===== src/rtl/palb_pkg.sv =====
// shared types, codes and preset tables for the palette blend / nearest remap block
// no dependencies; imported by every module of the block
package palb_pkg;

  localparam int unsigned CfgIdxW  = 3;
  localparam int unsigned CfgDataW = 13;

  localparam logic [CfgIdxW-1:0] CFG_TABLE_SELECT     = 3'd0;
  localparam logic [CfgIdxW-1:0] CFG_RECT_LEFT_COLUMN = 3'd1;
  localparam logic [CfgIdxW-1:0] CFG_RECT_COLUMNS     = 3'd2;
  localparam logic [CfgIdxW-1:0] CFG_RECT_TOP         = 3'd3;
  localparam logic [CfgIdxW-1:0] CFG_RECT_LINES       = 3'd4;
  localparam logic [CfgIdxW-1:0] CFG_SURFACE_WIDTH    = 3'd5;
  localparam logic [CfgIdxW-1:0] CFG_SURFACE_HEIGHT   = 3'd6;

  localparam logic OP_LOAD  = 1'b0;
  localparam logic OP_PIXEL = 1'b1;

  typedef struct packed {
    logic        operation;
    logic [7:0]  entry_index;
    logic [7:0]  red;
    logic [7:0]  green;
    logic [7:0]  blue;
    logic [7:0]  pixel_value;
    logic [11:0] pixel_x;
    logic [11:0] pixel_y;
  } req_t;

  typedef struct packed {
    logic [7:0] pixel_out;
    logic       was_translated;
  } res_t;

  typedef struct packed {
    logic [2:0]         table_select;
    logic signed [10:0] rect_left_column;
    logic [10:0]        rect_columns;
    logic signed [12:0] rect_top;
    logic [12:0]        rect_lines;
    logic [12:0]        surface_width;
    logic [12:0]        surface_height;
  } cfg_t;

  typedef enum logic [2:0] {
    ST_IDLE,
    ST_CLIP,
    ST_RD_TGT,
    ST_MIX,
    ST_SEARCH,
    ST_DONE
  } palb_state_e;

  typedef enum logic [1:0] {
    RD_PIX,
    RD_TGT,
    RD_ZERO,
    RD_NEXT
  } rd_sel_e;

  typedef struct packed {
    logic    accept;
    logic    load;
    logic    clip_en;
    logic    cap_pix;
    logic    mix_en;
    logic    cmp_en;
    logic    out_en;
    rd_sel_e rd_sel;
  } cmd_t;

  typedef struct packed {
    logic in_rect;
    logic last;
  } sts_t;

  function automatic logic [7:0] preset_target(input logic [2:0] sel);
    logic [7:0] t;
    unique case (sel)
      3'd4:    t = 8'd106;
      default: t = 8'd0;
    endcase
    return t;
  endfunction

  function automatic logic [5:0] preset_blend(input logic [2:0] sel);
    logic [5:0] b;
    unique case (sel)
      3'd1:    b = 6'd40;
      3'd2:    b = 6'd30;
      3'd3:    b = 6'd20;
      3'd4:    b = 6'd35;
      default: b = 6'd0;
    endcase
    return b;
  endfunction

endpackage


===== src/rtl/palb_ctrl.sv =====
// sequencer: clip check, palette reads, blend and the palette search
// depends on palb_pkg; drives palb_dp through cmd_t, watches sts_t
module palb_ctrl import palb_pkg::*; (
  input  logic clk_i,
  input  logic rst_ni,
  input  logic start_i,
  input  logic op_i,
  input  sts_t sts_i,
  output cmd_t cmd_o,
  output logic busy_o
);

  palb_state_e state_q, state_d;
  logic        accept;

  assign accept = start_i && (state_q == ST_IDLE);
  assign busy_o = (state_q != ST_IDLE);

  always_comb begin
    state_d = state_q;
    unique case (state_q)
      ST_IDLE:   if (accept && op_i == OP_PIXEL) state_d = ST_CLIP;
      ST_CLIP:   state_d = sts_i.in_rect ? ST_RD_TGT : ST_DONE;
      ST_RD_TGT: state_d = ST_MIX;
      ST_MIX:    state_d = ST_SEARCH;
      ST_SEARCH: if (sts_i.last) state_d = ST_DONE;
      ST_DONE:   state_d = ST_IDLE;
      default:   state_d = ST_IDLE;
    endcase
  end

  always_comb begin
    cmd_o        = '0;
    cmd_o.rd_sel = RD_PIX;
    cmd_o.accept = accept;
    cmd_o.load   = accept && op_i == OP_LOAD;
    unique case (state_q)
      ST_IDLE: ;
      ST_CLIP: begin
        cmd_o.clip_en = 1'b1;
        cmd_o.rd_sel  = RD_PIX;
      end
      ST_RD_TGT: begin
        cmd_o.cap_pix = 1'b1;
        cmd_o.rd_sel  = RD_TGT;
      end
      ST_MIX: begin
        cmd_o.mix_en = 1'b1;
        cmd_o.rd_sel = RD_ZERO;
      end
      ST_SEARCH: begin
        cmd_o.cmp_en = 1'b1;
        cmd_o.rd_sel = RD_NEXT;
      end
      ST_DONE: cmd_o.out_en = 1'b1;
      default: ;
    endcase
  end

  always_ff @(posedge clk_i or negedge rst_ni) begin
    if (!rst_ni) begin
      state_q <= ST_IDLE;
    end else begin
      state_q <= state_d;
    end
  end

endmodule


===== config.mk =====
export PLATFORM = sky130hd
export DESIGN_NAME = palb_ctrl
export DESIGN_NICKNAME = d
export VERILOG_FILES = /design/src/rtl/palb_pkg.sv /design/src/rtl/palb_ctrl.sv
export SDC_FILE = /design/constraint.sdc
export NUM_CORES = 1
export LEC_CHECK = 0
export BUFFER_PORTS_ARGS = -buffer_cell sky130_fd_sc_hd__buf_2
export CAP_MARGIN = 30
export CORE_AREA = 2 2 39 41
export CTS_CLUSTER_SIZE = 8
export DETAILED_ROUTE_END_ITERATION = 6
export DIE_AREA = 0 0 41 43
export HOLD_SLACK_MARGIN = 0.15
export PLACE_DENSITY = 0.51
export SLEW_MARGIN = 20
export SYNTH_ARGS = -nofsm -noshare
export SYNTH_HDL_FRONTEND = slang
export SYNTH_SLANG_ARGS = --single-unit

===== constraint.sdc =====
create_clock -name clk_i -period 1.45 [get_ports clk_i]
set_clock_uncertainty 0.2 [all_clocks]
set_input_delay 0.145 -clock clk_i [delete_from_list [all_inputs] [get_ports clk_i]]
set_output_delay 0.145 -clock clk_i [all_outputs]
set_load 0.02 [all_outputs]

==> run metrics, run 1 <==
status=finished, violations left; failing checks=negative setup slack; GRT overflow=0; Arrival @ worst endpoint=1.34 ns; maximum clock insertion buffer count=2; most frequent cells in the layout=buf_4, buf_6, buf_2; CP endpoint kind=output pin; final std cells w/o fill=77; clock power share=12.1%; clock slew at reported path FFs=0.04 ns; Largest Register=state_q; Post-Syn Instances=30; minimum clock period=1.68 ns; sw frac=40.0%; worst hold path class=input port to register; Via density=4.25; Detailed Route WL=835 um; slew margin rel.=85.8%; Slowest cell on crit path=or3b_4; DIE AREA=1760 sq um; WL/cell=10.8 um; Residual DRC=0; power per cell area=2100 nW/um^2; largest vdd supply drop=0.980 mV; Final WS setup=-0.234 ns; Final Util=42.0%; n_diodes=0; number of global-route vias before repair=307; Crit Path Category=register to output pin; dpl ws=-0.0117 ns; worst-path cell chain=or3b_4 > a21bo_1 > buf_6; max-slew violations=0; Cell variety after synth=23; total number of vias=327; Comb power frac=76.3%; root buffer cell=clkbuf_4; first-pass GRT wire length=1150 um; Final setup viols=10; initial antenna violation count=0; drt first pass iters=1; Clock Sinks=3; Final ANT Viol Nets=0; Area Overhead vs Synth=115%; Total Routing Usage GR=10.4%; Fin. Hold Viols=0; yosys warns=0; syn nets=36; width of the die=41 um; Seq pwr share=11.6%; post-synthesis register bit count=3; initial core utilization=19.5%; NetSw=0.488 mW; Startpoint Class=register; RSZ-0062 raised after global routing=true; Slew @ Worst Pin=0.210 ns; Placed Cells incl. Taps=64; commonest non-fill, non-tap cell in the layout=buf_4; Max Cap Viol=0; Clock Latency Late Sink=0.23 ns; # IOs=16; Initial DRC Count=0; Final period util=116%; worst hold slack=0.202 ns; Static Leak=0.310 nW; cell row count=14; total power=1.22 mW; critical path's largest stage delay=0.42 ns; largest fanout on the critical path=4; Largest register FFs=3; # H-tree levels=1; Final nets=68; largest net degree at the start of global routing=11; TritonCTS Buffers=3; FMAX=594 MHz; GP Congestion=0.667; Port Buffers=15; CTS tree=yes; height of the die=43 um; sequential element share of the synthesized area=27.8%; synthesized area=270 sq um; layout cells sized above 1=59.0%; total core area=1380 sq um; largest registers=state_q: 3 flops; Post-Syn Area per Cell=9.01 sq um; Internal=0.732 mW; Worst EP required=1.11 ns
==> power by group through the flow <==
stage               clock (mW)  combinational [mW]  sequential [mW]
finish                   0.147               0.932            0.142
global route             0.161               0.986            0.147
CTS                      0.153               0.811            0.141
floorplan                    0               0.436            0.139
detailed placement           0               0.624            0.142
global placement             0               0.622            0.141
==> synthesized netlist by cell type (all sizes together) <==
| cell type | count | share of area (%) |
|---|---|---|
| nor4b | 2 | 8.8 |
| and3b | 1 | 3.2 |
| o21ai | 2 | 3.7 |
| a211o | 1 | 3.2 |
| and2 | 1 | 2.3 |
| nor2 | 3 | 4.2 |
| nand2 | 1 | 1.4 |
| a21bo | 1 | 3.7 |
| or3b | 1 | 4.2 |
| and2b | 1 | 2.8 |
| or3 | 1 | 2.3 |
| buf | 4 | 13 |
| nand3b | 1 | 2.8 |
| a21o | 1 | 2.8 |
| nor4bb | 1 | 3.7 |
| inv | 1 | 1.4 |
| nor2b | 1 | 2.3 |
| a21oi | 1 | 1.9 |
| dfrtp | 3 | 28 |
| nand2b | 2 | 4.6 |
==> kinds of logic after synthesis <==
| kind of cell | count (synthesis) | synth area share (%) |
|---|---|---|
| flip-flops | 3 | 27.8 |
| buffers and inverters | 5 | 14.3 |
| AO/OA/AOI/OAI | 6 | 15.3 |
| AND/OR/NAND/NOR | 16 | 42.6 |
==> path summary, 6_finish.rpt <==
kind                             from          to  slack (ns)  cells after the start
max in group asynchronous      rst_ni  state_q[1]        0.32                      3
min                          sts_i[0]  state_q[0]        0.20                      3
min reg2reg                state_q[1]  state_q[2]        0.39                      2
max                        state_q[1]    cmd_o[0]       -0.23                      3
max reg2reg                state_q[0]  state_q[0]           0                      5
min in group asynchronous      rst_ni  state_q[0]        0.58                      3
==> timing repair <==
| action | in CTS | in global routing |
|---|---|---|
| gates resized for setup | 16 | 8 |
| buffers inserted | 2 | 3 |
| pin swaps | 4 | 1 |
| setup endpoints to repair | 10 | 11 |
| endpoints found under the hold margin | 6 | 0 |
| hold buffers | 5 | 0 |
==> critical path, delay by kind of cell (launching register included) <==
kind                   cells  cell delay, ns
buffers and inverters      1            0.11
and+or+nand+nor            1            0.42
AOI/OAI and AO/OA          1            0.20
DFF                        1            0.37
==> stage by stage <==
| step | TNS, ns | instance area, sq um |
|---|---|---|
| 2_1_floorplan | 0 | 270 |
| 4_1_cts | -1.42 | 529 |
| 3_5_place_dp | -0.0147 | 383 |
| 6_report | -1.46 | 582 |
| 3_3_place_gp | 0 | 383 |
| 5_1_grt | -2.04 | 582 |
==> per-layer routing <==
layer  track usage [%]  part of all wire, %  routed length (um)
met2              15.3                   54                 450
met5                 0                    0                   0
met4              10.0                    0                   0
met3              3.14                  2.8                  23
met1              10.6                   43                 361
==> final cells by class <==
type	count	area [sq um]
Multi-Input combinational cell	22	199
Tap cell	16	20.0
Fill cell	149	802
Clock buffer	4	26.3
Sequential cell	3	75.1
Timing Repair Buffer	31	258
Inverter	1	3.75
(Power assumes the default switching activity.)
==> run 2: changes to the inputs <==
- ABC_AREA: unset -> 1
- PLACE_DENSITY: 0.51 -> 0.49
==> run 2 against run 1 <==
  * The flow still finishes with violations (negative setup slack)
  * Highest routed layer unchanged
  * Synthesized cell count up 20%
  * Maximum frequency is 11% higher
  * First-iteration DRC count up 2
  * Register-to-register slack improved by 0.12 ns
  * Area after synthesis is 13% lower
  * Combinational power rose by 7%
  * Final cell count grew 7.8%
  * Clock power about the same
==> run metrics, run 2 <==
RR Endpoint=state_q[0]; max-slew violations=0; WL/cell=8.77 um; Startpoint Class=register; Crit Path Category=register to output pin; Fin. Hold Viols=0; dpl ws=0.0824 ns; Area contributors post-synth=dfrtp_1, nand2_1, inv_1, nand3_1, nand2_2; total number of vias=325; drt first pass iters=3; number of global-route vias before repair=291; Clock Sinks=3; Final WS setup=-0.0632 ns; maximum clock insertion buffer count=2; Post-Syn Instances=36; yosys warns=0; CP endpoint kind=output pin; total power=1.33 mW; Final nets=74; GRT overflow=0; Area Overhead vs Synth=135%; slew margin rel.=89.0%; Cell variety after synth=14; synthesized area=234 sq um; sequential element share of the synthesized area=32.1%; TritonCTS Buffers=3; cell row count=14; ys async rst share=100%; Residual DRC=0; Final ANT Viol Nets=0; Synth area leader=dfrtp_1; hold path cells=3; minimum clock period=1.51 ns; Slew @ Worst Pin=0.163 ns; clock slew at reported path FFs=0.04 ns; n_diodes=0; Final period util=104%; Max Cap Viol=0; width of the die=41 um; Detailed Route WL=728 um; Port Buffers=15; power per cell area=2410 nW/um^2; RSZ-0062 raised after global routing=true; GP Congestion=0.660; Arrival @ worst endpoint=1.17 ns; first-pass GRT wire length=1080 um; Final setup viols=6; failing checks=negative setup slack; FF-to-FF Start=state_q[0]; EDFF count, synth=0; largest net degree at the start of global routing=7; reg2reg path depth=6; syn nets=42; initial core utilization=16.9%; Post-Syn Area per Cell=6.50 sq um; # IOs=16; Via density=3.92; height of the die=43 um; Largest Register=state_q; Placed Cells incl. Taps=67; Initial DRC Count=2; status=finished, violations left; largest registers=state_q: 3 flops; final std cells w/o fill=83; Worst EP required=1.11 ns; FMAX=661 MHz; Largest register FFs=3; share of the synthesized area in the top cell type=32.1%; DP HPWL=472 um; largest vdd supply drop=0.883 mV; post-synthesis register bit count=3; CTS tree=yes; commonest cells in the netlist=nand2_1, inv_1, nand3_1; # H-tree levels=1; Reg2Reg Setup Slack=0.12 ns; Hold Path Sink=cmd_o[7]; Static Leak=0.302 nW; worst hold path class=input port to output pin; Clock Latency Late Sink=0.23 ns; Hold Startpoint=op_i; setup total negative slack=-0.272 ns; commonest non-fill, non-tap cell in the layout=buf_4; root buffer cell=clkbuf_4; predominant post-synthesis flop cell=dfrtp_1; layout cells sized above 1=58.2%; DIE AREA=1760 sq um; # fillers=153; largest fanout on the critical path=4; most frequent cells in the layout=buf_4, nand2_1, dlygate4sd3_1; most instantiated library cell after synthesis=nand2_1; total core area=1380 sq um; Total Routing Usage GR=9.14%; initial antenna violation count=0
run 2: kinds of logic (layout without fill, tap and decap cells):
kind of cell,after synthesis,after routing,synth area share (%)
buffers and inverters,10,41,17.6
and+or+nand+nor,20,20,41.7
DFF,3,3,32.1
AOI/OAI and AO/OA,3,3,8.56
run 2: critical path: stages (launching register included):
cell and delay [ns]:
dfrtp_2 0.43, nor2_4 0.17, nand2_4 0.08, nor3_4 0.12, buf_6 0.14
run 2: cell type report:
class                   count  area [sq um]  area share (%)
flip-flops and latches      3          76.3            13.9
inverters                   9          38.8            7.05
well taps                  16          20.0            3.64
multi-input cells          23           161            29.3
repair buffers             28           228            41.4
clock buffers               4          26.3            4.77
run 2: timing repair:
item	4_1_cts	5_1_grt
gates resized for setup	14	12
hold buffers	6	0
endpoints found under the setup margin	10	10
endpoints found under the hold margin	6	0
pin swaps	2	2
buffers inserted	3	3
run 2: report_power, final:
part / switching (mW) / internal, mW / total (mW)
registers: 0.0509 / 0.128 / 0.179
logic: 0.539 / 0.462 / 1.00
clock network: 0.0443 / 0.103 / 0.147
run 2: how the worst max path moves through the flow:
stage                          start       end  slack (ns)  cells after the start
after floorplan           state_q[1]  cmd_o[8]        0.03                      4
after global placement    state_q[0]  cmd_o[7]        0.11                      4
after detailed placement  state_q[0]  cmd_o[7]        0.08                      4
after CTS                 state_q[1]  cmd_o[2]       -0.05                      3
after global routing      state_q[0]  cmd_o[7]       -0.13                      4
final                     state_q[0]  cmd_o[7]       -0.06                      4
run 2: layer usage:
| metal | global-route usage (%) | share of wire, % |
|---|---|---|
| met3 | 4.71 | 6.7 |
| met4 | 4.00 | 0 |
| met2 | 13.1 | 49 |
| met5 | 0 | 0 |
| met1 | 10.9 | 44 |
run 2: through the flow:
| step | util (%) | hold slack (ns) | area (sq um) |
|---|---|---|---|
| floorplan | - | -0.351 | 240 |
| global placement | 24.2 | -0.256 | 335 |
| detailed placement | 24.2 | -0.256 | 335 |
| CTS | 35.7 | 0.365 | 494 |
| global route | 39.8 | 0.380 | 551 |
| finish | 39.8 | 0.361 | 551 |
==> run 3: changes to the inputs <==
- PLACE_DENSITY: 0.49 -> unset
- PLACE_DENSITY_LB_ADDON: unset -> 0.25
==> run 3 against run 2 <==
  * The flow still finishes with violations (negative setup slack)
  * Critical path type unchanged
  * Die area unchanged
  * Largest cell class unchanged
  * Global-route usage increased by 0.42 points
  * First-iteration DRC count is the same
  * Routed wire length grew 12%
  * Combinational power up 4%
  * Via count rose by 1.2%
==> run metrics, run 3 (synthesis results as in run 2) <==
status=finished, violations left; failing checks=negative setup slack; first-pass GRT wire length=1080 um; Final period util=104%; area occupied by multi-input gates=178 sq um; largest fanout on the critical path=5; Total Routing Usage GR=9.56%; largest net degree at the start of global routing=6; FMAX=661 MHz; most frequent CP cell=buf_6; Initial DRC Count=2; worst-path cell chain=buf_6 > inv_4 > o21ai_4 > buf_6; final std cells w/o fill=82; clock slew at reported path FFs=0.04 ns; Area Overhead vs Synth=144%; total number of vias=329; Largest Register=state_q; dpl cell area=335 sq um; Slowest cell on crit path=dfrtp_1; total core area=1380 sq um; Final ANT Viol Nets=0; CP endpoint kind=output pin; FF/Latch Area=76.3 sq um; Detailed Route WL=812 um; Clock Latency Late Sink=0.23 ns; GP Congestion=0.695; power per cell area=2410 nW/um^2; # IOs=16; # fillers=154; worst hold path class=input port to output pin; most frequent cells in the layout=buf_4, buf_6, dlygate4sd3_1; largest vdd supply drop=0.885 mV; CTS tree=yes; initial antenna violation count=0; DIE AREA=1760 sq um; Clock Sinks=3; Final nets=73; root buffer cell=clkbuf_4; TritonCTS Buffers=3; RSZ-0062 raised after global routing=true; Largest register FFs=3; minimum clock period=1.51 ns; Final WS setup=-0.0634 ns; GRT overflow=0; largest registers=state_q: 3 flops; Worst EP required=1.11 ns; n_diodes=0; DP HPWL=451 um; post-route cell area=571 sq um; Final setup viols=7; Max Cap Viol=0; Slew @ Worst Pin=0.160 ns; Arrival @ worst endpoint=1.17 ns; height of the die=43 um; cell row count=14; initial core utilization=16.9%; maximum clock insertion buffer count=2; Via density=4.01; layout cells sized above 1=62.1%; Residual DRC=0; critical path's largest stage delay=0.40 ns; Port Buffers=15; Crit Path Category=register to output pin; Placed Cells incl. Taps=67; WL/cell=9.90 um; commonest non-fill, non-tap cell in the layout=buf_4; Startpoint Class=register; max-slew violations=0; width of the die=41 um; number of global-route vias before repair=307; Static Leak=0.296 nW; slew margin rel.=89.3%; drt first pass iters=3; # H-tree levels=1; Fin. Hold Viols=0
-- run 3: stage by stage --
step	setup TNS (ns)	power [mW]	utilization (%)	setup WS [ns]	hold slack, ns
after floorplan	0	0.613	-	0.0253	-0.351
after global placement	0	0.790	24.2	0.105	-0.256
after detailed placement	0	0.789	24.2	0.0727	-0.257
after CTS	-0.138	1.18	36.3	-0.0566	0.368
after global routing	-0.757	1.48	41.2	-0.120	0.391
final	-0.176	1.38	41.2	-0.0634	0.365
-- run 3: cell type report --
class | count | share of cell area [%]
Tap cell | 16 | 3.51
Clock buffer | 4 | 4.61
Inverter | 9 | 6.80
Sequential cell | 3 | 13.4
Timing Repair Buffer | 27 | 40.6
Multi-Input combinational cell | 23 | 31.1
-- run 3: layer usage --
metal / vias to the layer above / track usage [%] / part of all wire (%)
li1: 169 / - / -
met1: 149 / 9.39 / 37
met2: 11 / 14.1 / 58
met3: 0 / 4.71 / 4.7
met4: 0 / 8.00 / 0
met5: - / 0 / 0
-- run 3: critical path, delay by kind of cell (launching register included) --
kind,cells,cell delay [ns]
DFF,1,0.40
buffers and inverters,3,0.36
AOI/OAI and AO/OA,1,0.16
-- run 3: worst paths after layout --
| kind | to | start | cells after the start | slack, ns |
|---|---|---|---|---|
| max | cmd_o[1] | state_q[1] | 4 | -0.06 |
| min | cmd_o[7] | op_i | 3 | 0.37 |
| max reg2reg | state_q[2] | state_q[1] | 6 | 0.18 |
| min reg2reg | state_q[0] | state_q[0] | 3 | 0.46 |
| max in group asynchronous | state_q[0] | rst_ni | 3 | 0.32 |
| min in group asynchronous | state_q[0] | rst_ni | 3 | 0.57 |
-- run 3: power by group --
group          internal, mW  switching, mW
logic                 0.467          0.578
registers             0.128         0.0538
clock network         0.103         0.0471
total                 0.699          0.679
-- run 3: repair_timing --
action	in CTS	in global routing
hold buffers	6	0
pin swaps	4	4
gates cloned	0	0
setup endpoints to repair	10	10
resized for setup	17	16
buffers inserted	4	1
hold endpoints to repair	6	0
