===== config.mk =====
export PLATFORM = sky130hd
export DESIGN_NAME = palb_cfg
export DESIGN_NICKNAME = d
export VERILOG_FILES = /design/src/rtl/palb_pkg.sv /design/src/rtl/palb_cfg.sv
export SDC_FILE = /design/constraint.sdc
export NUM_CORES = 1
export LEC_CHECK = 0
export BUFFER_PORTS_ARGS = -buffer_cell sky130_fd_sc_hd__buf_4
export CAP_MARGIN = 10
export CORE_UTILIZATION = 45
export CTS_CLUSTER_DIAMETER = 100
export CTS_CLUSTER_SIZE = 14
export DETAILED_ROUTE_END_ITERATION = 8
export GPL_TIMING_DRIVEN = 0
export PLACE_DENSITY = 0.81
export SETUP_SLACK_MARGIN = 0.5
export SYNTH_ARGS = -nofsm -noshare
export SYNTH_HDL_FRONTEND = slang
export SYNTH_SLANG_ARGS = --single-unit

===== constraint.sdc =====
create_clock -name clk_i -period 1.1 [get_ports clk_i]
set_clock_uncertainty 0.2 [all_clocks]
set_input_delay 0.11 -clock clk_i [delete_from_list [all_inputs] [get_ports clk_i]]
set_output_delay 0.11 -clock clk_i [all_outputs]
set_load 0.01 [all_outputs]

===== src/rtl/palb_pkg.sv =====
// shared types, codes and preset tables for the palette blend / nearest remap block
// no dependencies; imported by every module of the block
package palb_pkg;

  localparam int unsigned CfgIdxW  = 3;
  localparam int unsigned CfgDataW = 13;

  localparam logic [CfgIdxW-1:0] CFG_TABLE_SELECT     = 3'd0;
  localparam logic [CfgIdxW-1:0] CFG_RECT_LEFT_COLUMN = 3'd1;
  localparam logic [CfgIdxW-1:0] CFG_RECT_COLUMNS     = 3'd2;
  localparam logic [CfgIdxW-1:0] CFG_RECT_TOP         = 3'd3;
  localparam logic [CfgIdxW-1:0] CFG_RECT_LINES       = 3'd4;
  localparam logic [CfgIdxW-1:0] CFG_SURFACE_WIDTH    = 3'd5;
  localparam logic [CfgIdxW-1:0] CFG_SURFACE_HEIGHT   = 3'd6;

  localparam logic OP_LOAD  = 1'b0;
  localparam logic OP_PIXEL = 1'b1;

  typedef struct packed {
    logic        operation;
    logic [7:0]  entry_index;
    logic [7:0]  red;
    logic [7:0]  green;
    logic [7:0]  blue;
    logic [7:0]  pixel_value;
    logic [11:0] pixel_x;
    logic [11:0] pixel_y;
  } req_t;

  typedef struct packed {
    logic [7:0] pixel_out;
    logic       was_translated;
  } res_t;

  typedef struct packed {
    logic [2:0]         table_select;
    logic signed [10:0] rect_left_column;
    logic [10:0]        rect_columns;
    logic signed [12:0] rect_top;
    logic [12:0]        rect_lines;
    logic [12:0]        surface_width;
    logic [12:0]        surface_height;
  } cfg_t;

  typedef enum logic [2:0] {
    ST_IDLE,
    ST_CLIP,
    ST_RD_TGT,
    ST_MIX,
    ST_SEARCH,
    ST_DONE
  } palb_state_e;

  typedef enum logic [1:0] {
    RD_PIX,
    RD_TGT,
    RD_ZERO,
    RD_NEXT
  } rd_sel_e;

  typedef struct packed {
    logic    accept;
    logic    load;
    logic    clip_en;
    logic    cap_pix;
    logic    mix_en;
    logic    cmp_en;
    logic    out_en;
    rd_sel_e rd_sel;
  } cmd_t;

  typedef struct packed {
    logic in_rect;
    logic last;
  } sts_t;

  function automatic logic [7:0] preset_target(input logic [2:0] sel);
    logic [7:0] t;
    unique case (sel)
      3'd4:    t = 8'd106;
      default: t = 8'd0;
    endcase
    return t;
  endfunction

  function automatic logic [5:0] preset_blend(input logic [2:0] sel);
    logic [5:0] b;
    unique case (sel)
      3'd1:    b = 6'd40;
      3'd2:    b = 6'd30;
      3'd3:    b = 6'd20;
      3'd4:    b = 6'd35;
      default: b = 6'd0;
    endcase
    return b;
  endfunction

endpackage


===== src/rtl/palb_cfg.sv =====
// configuration register file: table preset, clip rectangle and surface size
// depends on palb_pkg
module palb_cfg import palb_pkg::*; (
  input  logic                clk_i,
  input  logic                rst_ni,
  input  logic                cfg_valid_i,
  output logic                cfg_ready_o,
  input  logic [CfgIdxW-1:0]  cfg_index_i,
  input  logic [CfgDataW-1:0] cfg_data_i,
  output cfg_t                cfg_o
);

  cfg_t cfg_q, cfg_d;

  assign cfg_ready_o = 1'b1;

  always_comb begin
    cfg_d = cfg_q;
    if (cfg_valid_i) begin
      unique case (cfg_index_i)
        CFG_TABLE_SELECT:     cfg_d.table_select     = cfg_data_i[2:0];
        CFG_RECT_LEFT_COLUMN: cfg_d.rect_left_column = cfg_data_i[10:0];
        CFG_RECT_COLUMNS:     cfg_d.rect_columns     = cfg_data_i[10:0];
        CFG_RECT_TOP:         cfg_d.rect_top         = cfg_data_i;
        CFG_RECT_LINES:       cfg_d.rect_lines       = cfg_data_i;
        CFG_SURFACE_WIDTH:    cfg_d.surface_width    = cfg_data_i;
        CFG_SURFACE_HEIGHT:   cfg_d.surface_height   = cfg_data_i;
        default: ;
      endcase
    end
  end

  always_ff @(posedge clk_i or negedge rst_ni) begin
    if (!rst_ni) begin
      cfg_q.table_select     <= 3'd1;
      cfg_q.rect_left_column <= '0;
      cfg_q.rect_columns     <= '0;
      cfg_q.rect_top         <= '0;
      cfg_q.rect_lines       <= '0;
      cfg_q.surface_width    <= 13'd320;
      cfg_q.surface_height   <= 13'd200;
    end else begin
      cfg_q <= cfg_d;
    end
  end

  assign cfg_o = cfg_q;

endmodule


==> results of run 1 <==
## metal layers
metal  GRT usage [%]  up-vias  wire, um
li1                -      932         -
met3            7.47       16       465
met1            31.5     1107      3650
met5               0        -         0
met4            9.31        0       204
met2            43.6       85      4590
## power groups by stage
| stage | clock network (uW) | registers, uW | logic [uW] |
|---|---|---|---|
| 6_report | 2200 | 4040 | 3630 |
| 5_1_grt | 2330 | 4100 | 3840 |
| 4_1_cts | 2190 | 3970 | 3250 |
| 3_5_place_dp | 0 | 3900 | 2330 |
| 3_3_place_gp | 0 | 3870 | 2260 |
| 2_1_floorplan | 0 | 4150 | 760 |
## cells in the final DEF, fill, tap and decap left out, drive strengths merged
cell type,count
clkbuf,12
dfrtp,71
mux2,77
nand4b,3
buf,162
clkinv,1
nor4b,1
bufinv,1
dfstp,6
clkinvlp,2
conb,1
and4bb,3
## metrics by stage
step | setup TNS [ps] | setup slack, ps | cell area, um2 | hold WS, ps
after floorplan | -4100 | -130 | 3100 | -386
after global placement | -22400 | -374 | 3910 | 105
after detailed placement | -25470 | -397 | 3910 | 117
after CTS | -8190 | -232 | 4980 | -406
after global routing | -11240 | -247 | 5240 | -376
final | -8140 | -210 | 5240 | -423
## area by class of cell
class	instances	area [um2]
sequential	77	1930
timing repair buffer	155	1690
multi-input combinational	85	1220
fill	292	1080
clock buffer	12	145
buffer	7	101
tap	77	96.3
clock inverter	4	50.0
## worst paths after layout
check                           cells after the start  slack (ps)      startpoint        end
worst max-delay path                                1        -210       cfg_o[74]  cfg_o[74]
worst min-delay path                                1        -420          rst_ni  cfg_o[51]
worst max register to register                      2         -60       cfg_o[39]  cfg_o[39]
worst min register to register                      1         340        cfg_o[4]   cfg_o[4]
max in group asynchronous                           1         640          rst_ni  cfg_o[70]
min in group clk_i                                  2        -180  cfg_data_i[12]  cfg_o[38]
## what timing repair did
item                       4_1_cts  5_1_grt
setup endpoints to repair      231      154
hold endpoints to repair       153      148
pin swaps                        4        3
buffers inserted                38       19
resized for setup              132       31
cloned                           3        0
## cells by family after synthesis
group,after synthesis
AND/OR/NAND/NOR,7
buffers and inverters,7
flip-flops,77
multiplexers,77
other,1
==> flow_summary.yaml, run 1 <==
outcome:
  outcome: "complete, but fails checks"
  violations: "negative hold slack, negative setup slack"
logic_synthesis:
  synth.net_count: 188
  yosysSeqAreaShare_pct: 66.2
  synth_top_family_by_area: "multiplexers"
  synth_top_area_share_pct: 60.8
  synth.area.mux_share_pct: 29.7
  synth_xor_area_share_pct: 0
  yosys-top-cells-area: "dfrtp_1, mux2_2, dfstp_2"
  yosys-top-cells-count: "mux2_2, dfrtp_1, dfstp_2"
  avgSynthCellArea_um2: 17.3
  synth_compound_area_share_pct: 0
  synthAdderAreaFrac_pct: 0
  synthesis.area_mm2: 0.00292
  yosys.area.top_type: "dfrtp_1"
  synth-edff-count: 0
  synthCells: 169
  synth_cell_types: 9
  yosys_warnings: 0
  dominantRegCellSynth: "dfrtp_1"
  synth_most_common_cell: "mux2_2"
  synth-seq-cells: 77
  synthSimpleGateAreaFrac_pct: 2.70
  ys_async_sr_fraction_pct: 100
global_routing:
  grt_usage_pct: 25.9
  overflow: 0
  antenna_found_initial: 0
  grt_pass1_vias: 2180
  grt_pass1_wl_mm: 12.2
  grt_max_degree: 78
routing:
  wl_mm: 8.91
  vias: 2140
  drtIter0Drc: 72
  routedWlPerCell_um: 21.4
  drc: 0
  drt-pass1-iter-count: 4
  antenna_left: 0
  via_per_inst: 5.13
timing:
  worst_pin_slew_ps: 694
  min_period_ps: 1310
  finalHoldViolCount: 152
  slew_headroom_pct: 53.8
  period_share_pct: 119
  setup-violations-final: 102
  fin_ws_ps: -210
  slew_viol_final: 0
  fmax_ghz: 0.763
  rsz0062_at_grt: "yes"
  holdWs_ps: -423
cells_and_area:
  stdcell_count: 417
  nets: 354
  syn_to_final_growth_pct: 79.1
  largest_reg_flops: 77
  drive_gt1_share_pct: 77.4
  antenna_cells: 0
  utilization_pct: 82.9
critical_path:
  worstPathCellList: "buf_6"
  worstPathRequired_ps: 790
  startpoint_type: "flip-flop"
  end_kind: "output pin"
  cp_slowest_cell: "dfstp_2"
  cpPeakStageDelay_ps: 560
  worstPathMaxFanout: 2
  cp.arrival_ps: 1000
  cp_top_family: "flip-flops"
  crit_type: "flip-flop to output pin"
  path_buf_inv: 1
power:
  power_uw: 9870
  power_frac_seq_pct: 40.9
  p_switching_uw: 2740
  power.share.switching_pct: 27.8
  power_frac_clock_pct: 22.3
  p_leak_uw: 0.00259
  ir_drop_mv: 1.40
  p_comb_share_pct: 36.8
  internal_power_uw: 7130
  powerDensity_mw_per_mm2: 1880
clock_network:
  path_clk_slew_ps: 90
  numClockSinks: 77
  cts_buffers: 9
  clockRootBuffer: "clkbuf_8"
  cts_tree: "built"
  cts_buffer_depth: 2
  insertion_delay_ps: 340
  htreeDepth: 3
die:
  initial_core_util_pct: 46.3
  die_h_um: 82.6
  core-area_mm2: 0.00631
  die_area_mm2: 0.00682
  die_w_um: 82.6
  rows: 29
  io_pins: 97
placed_design:
  port_buffers: 95
  gp_congestion: 0.663
  place_inst: 341
  place_hpwl_mm: 4.38
job:
  maxCapViolCount: 0
hold_path:
  hold_path.class: "input port to asynchronous set/reset pin"
Note: power is estimated with default switching activity, not from simulation.
==> run 2: changes to the inputs <==
--- a/config.mk
+++ b/config.mk
@@ -5,6 +5,7 @@
 export SDC_FILE = /design/constraint.sdc
 export NUM_CORES = 1
 export LEC_CHECK = 0
+export ABC_CLOCK_PERIOD_IN_PS = 1100
 export BUFFER_PORTS_ARGS = -buffer_cell sky130_fd_sc_hd__buf_4
 export CAP_MARGIN = 10
 export CORE_UTILIZATION = 45
@@ -13,6 +14,7 @@
 export DETAILED_ROUTE_END_ITERATION = 8
 export GPL_TIMING_DRIVEN = 0
 export PLACE_DENSITY = 0.81
+export RECOVER_POWER = 100
 export SETUP_SLACK_MARGIN = 0.5
 export SYNTH_ARGS = -nofsm -noshare
 export SYNTH_HDL_FRONTEND = slang
==> flow_summary.yaml, run 2 (synthesis gave the netlist of run 1 again) <==
critical_path:
  path_buf_inv: 1
  r2r_cells: 2
  cp_top_family: "flip-flops"
  end_kind: "output pin"
  startpoint: "cfg_o[74]"
  cpPeakStageDelay_ps: 560
  r2r_start: "cfg_o[39]"
  crit_type: "flip-flop to output pin"
  startpoint_type: "flip-flop"
  cp_slowest_cell: "dfstp_2"
  worstPathMaxFanout: 2
  worstPathRequired_ps: 790
  cp.arrival_ps: 1000
  reg2reg_slack_ps: -60
  cp.depth: 1
  worstPathCellList: "buf_6"
timing:
  fmax_ghz: 0.764
  finalHoldViolCount: 148
  slew_viol_final: 0
  slew_headroom_pct: 31.0
  setup-violations-final: 112
  fin_ws_ps: -209
  worst_pin_slew_ps: 1030
  rsz0062_at_grt: "yes"
  period_share_pct: 119
  min_period_ps: 1310
  holdWs_ps: -238
cells_and_area:
  largest_reg_flops: 77
  finalInstanceArea_mm2: 0.00514
  final_cell_mix: "buf_6, dfrtp_1, mux2_4, buf_4, mux2_1"
  syn_to_final_growth_pct: 75.7
  drive_gt1_share_pct: 72.4
  nets: 354
  stdcell_count: 417
  layout_commonest_cell: "buf_6"
  antenna_cells: 0
die:
  initial_core_util_pct: 46.3
  die_h_um: 82.6
  die_area_mm2: 0.00682
  die_w_um: 82.6
  core-area_mm2: 0.00631
  io_pins: 97
  rows: 29
outcome:
  violations: "negative hold slack, negative setup slack"
  outcome: "complete, but fails checks"
power:
  powerDensity_mw_per_mm2: 1900
  p_leak_uw: 0.00251
  power_frac_clock_pct: 22.5
  p_switching_uw: 2720
  p_comb_share_pct: 36.1
  power.share.switching_pct: 27.9
  internal_power_uw: 7020
  ir_drop_mv: 1.35
  power_frac_seq_pct: 41.4
global_routing:
  grt_max_degree: 78
  grt_pass1_vias: 2180
  antenna_found_initial: 0
  grt_usage_pct: 25.9
  overflow: 0
  grt_pass1_wl_mm: 12.2
job:
  maxCapViolCount: 0
routing:
  routedWlPerCell_um: 21.1
  wl_mm: 8.80
  drt-pass1-iter-count: 4
  antenna_left: 0
  vias: 2135
  drc: 0
  drtIter0Drc: 66
  via_per_inst: 5.12
clock_network:
  cts_buffers: 9
  path_clk_slew_ps: 90
  insertion_delay_ps: 350
  numClockSinks: 77
  htreeDepth: 3
  clockRootBuffer: "clkbuf_8"
  cts_tree: "built"
  cts_buffer_depth: 2
placed_design:
  gp_congestion: 0.663
  port_buffers: 95
  place_hpwl_mm: 4.38
  place_inst: 341
  place_area_mm2: 0.00391
hold_path:
  hold_path.class: "input port to asynchronous set/reset pin"
-- run 2: cell types whose count changed in the layout (fill, tap and decap cells not counted), sizes merged --
cell,change
buf,-5
clkbuf,+5
-- run 2: timing repair --
item,CTS,global route
pin swaps,4,3
resized for setup,132,31
endpoints found under the setup margin,231,154
buffers inserted,38,19
gates cloned,3,0
hold endpoints to repair,153,148
-- run 2: final timing paths --
| path | end |
|---|---|
| worst max-delay path | cfg_o[74] |
| worst min-delay path | cfg_o[51] |
| worst max register to register | cfg_o[39] |
| worst min register to register | cfg_o[4] |
| max in group asynchronous | cfg_o[70] |
| min in group clk_i | cfg_o[25] |
-- run 2: power by group through the flow --
stage / sequential (uW) / combinational [uW] / clock (uW)
after floorplan: 4150 / 760 / 0
after global routing: 4100 / 3720 / 2330
after global placement: 3870 / 2260 / 0
after CTS: 3970 / 3250 / 2190
after detailed placement: 3900 / 2330 / 0
final: 4030 / 3510 / 2190
-- run 2: final cells by class --
type,count,area (um2)
Tap cell,77,96.3
Clock inverter,4,50.0
Buffer,7,85.1
Fill cell,324,1180
Sequential cell,77,1930
Multi-Input combinational cell,85,1160
Timing Repair Buffer,155,1670
Clock buffer,12,145
-- run 2: layer usage --
metal  track usage, %  part of all wire [%]
met2             43.6                    52
met3             7.47                   5.2
met1             31.5                    41
met4             9.31                   2.3
met5                0                     0
-- run 2: metrics by stage --
stage | power, uW | setup WS, ps | util (%) | TNS, ps | hold WS [ps]
after floorplan | 4910 | -130 | - | -4100 | -386
after global placement | 6120 | -374 | 62.0 | -22400 | 105
after detailed placement | 6220 | -397 | 62.0 | -25470 | 117
after CTS | 9410 | -232 | 78.8 | -8190 | -406
after global routing | 10100 | -247 | 81.4 | -11610 | -208
final | 9740 | -209 | 81.4 | -8580 | -238
==> run 3: changes to the inputs <==
--- a/config.mk
+++ b/config.mk
@@ -9,6 +9,7 @@
 export BUFFER_PORTS_ARGS = -buffer_cell sky130_fd_sc_hd__buf_4
 export CAP_MARGIN = 10
 export CORE_UTILIZATION = 45
+export CTS_BUF_LIST = sky130_fd_sc_hd__clkbuf_16
 export CTS_CLUSTER_DIAMETER = 100
 export CTS_CLUSTER_SIZE = 14
 export DETAILED_ROUTE_END_ITERATION = 8
==> flow_summary.yaml, run 3 (synthesis gave the netlist of run 1 again) <==
clock_network:
  cts_buffers: 9
  cts_tree: "built"
  cts_buffer_depth: 2
  numClockSinks: 77
  htreeDepth: 3
  path_clk_slew_ps: 70
  clockRootBuffer: "clkbuf_16"
  insertion_delay_ps: 330
timing:
  finalHoldViolCount: 148
  fmax_ghz: 0.771
  slew_headroom_pct: 30.2
  slew_viol_final: 0
  setup-violations-final: 138
  worst_pin_slew_ps: 1050
  holdWs_ps: -203
  rsz0062_at_grt: "yes"
  tns_ps: -8330
  period_share_pct: 118
  min_period_ps: 1300
  fin_ws_ps: -197
critical_path:
  crit_type: "flip-flop to output pin"
  worstPathMaxFanout: 2
  cp_top_family: "flip-flops"
  end_kind: "output pin"
  path_buf_inv: 1
  startpoint_type: "flip-flop"
  worstPathRequired_ps: 790
  worstPathCellList: "buf_6"
  cp_slowest_cell: "dfstp_2"
  cpPeakStageDelay_ps: 550
  cp.arrival_ps: 990
routing:
  routedWlPerCell_um: 23.6
  highest_layer: "met4"
  antenna_left: 0
  routed-wl-met2_mm: 5.19
  drt-met1-wl_mm: 3.81
  drt-pass1-iter-count: 4
  drc: 0
  via_per_inst: 5.24
  vias: 2187
  wl_mm: 9.84
  drtIter0Drc: 113
  met3_length_um: 538
power:
  power.share.switching_pct: 27.3
  power_frac_clock_pct: 27.5
  internal_power_uw: 7660
  power_frac_seq_pct: 38.6
  ir_drop_mv: 1.45
  p_comb_share_pct: 33.9
  p_leak_uw: 0.00258
  p_switching_uw: 2870
  powerDensity_mw_per_mm2: 2000
  power_uw: 10500
cells_and_area:
  syn_to_final_growth_pct: 80.6
  drive_gt1_share_pct: 76.5
  final_cell_mix: "buf_6, dfrtp_1, mux2_4, buf_4, mux2_2"
  antenna_cells: 0
  layout_commonest_cell: "buf_6"
  utilization_pct: 83.7
  nets: 354
  largest_reg_flops: 77
die:
  die_h_um: 82.6
  io_pins: 97
  initial_core_util_pct: 46.3
  die_w_um: 82.6
  die_area_mm2: 0.00682
  core-area_mm2: 0.00631
  rows: 29
global_routing:
  grt_pass1_vias: 2272
  grt_pass1_wl_mm: 13.0
  grt_max_degree: 78
  antenna_found_initial: 0
  grt_usage_pct: 27.6
  overflow: 0
placed_design:
  port_buffers: 95
  place_ws_ps: -397
  gp_congestion: 0.663
  place_hpwl_mm: 4.38
outcome:
  outcome: "complete, but fails checks"
  violations: "negative hold slack, negative setup slack"
hold_path:
  hold_path.class: "input port to asynchronous set/reset pin"
job:
  maxCapViolCount: 0
==> run 3: changes by cell type in the layout (fill, tap and decap cells not counted), sizes merged <==
cell    previous run  this run
inv                0         2
clkinv             1         2
buf              157       159
clkbuf            17        12
==> run 3: final timing paths <==
kind                                      from  cells after the start  slack (ps)         to
max in group asynchronous               rst_ni                      1         240  cfg_o[29]
worst min register to register       cfg_o[49]                      1         330  cfg_o[49]
worst min-delay path                    rst_ni                      1        -200  cfg_o[51]
worst max-delay path                 cfg_o[21]                      1        -200  cfg_o[21]
worst max register to register       cfg_o[13]                      2         -50  cfg_o[13]
min in group clk_i              cfg_data_i[11]                      2        -150  cfg_o[37]
==> run 3: routing by layer <==
metal	vias up	track usage, %
met2	95	48.3
met5	-	0
met4	0	8.62
met1	1133	32.9
met3	23	7.80
li1	936	-
==> run 3: what timing repair did <==
action / 4_1_cts / 5_1_grt
setup buffers: 43 / 13
hold endpoints to repair: 148 / 148
endpoints found under the setup margin: 231 / 177
pin swaps: 4 / 3
resized for setup: 134 / 25
cloned: 4 / 0
==> run 3: power groups by stage <==
stage	Clock [uW]	Combinational (uW)	Sequential [uW]
after floorplan	0	760	4150
after global placement	0	2260	3870
after detailed placement	0	2330	3900
after CTS	2880	3270	3970
after global routing	3050	3760	4120
final	2900	3570	4070
==> run 3: final cells by class <==
cell class / count / area, um2
timing repair buffer: 155 / 1690
tap: 77 / 96.3
buffer: 7 / 97.6
sequential: 77 / 1930
fill: 304 / 1030
multi-input combinational: 85 / 1180
clock buffer: 9 / 225
clock inverter: 7 / 61.3
==> run 3: metrics by stage <==
| stage | area, um2 | instances |
|---|---|---|
| finish | 5280 | 417 |
| global route | 5280 | 417 |
| CTS | 5130 | 404 |
| detailed placement | 3910 | 341 |
| global placement | 3910 | 341 |
| floorplan | 3100 | 169 |
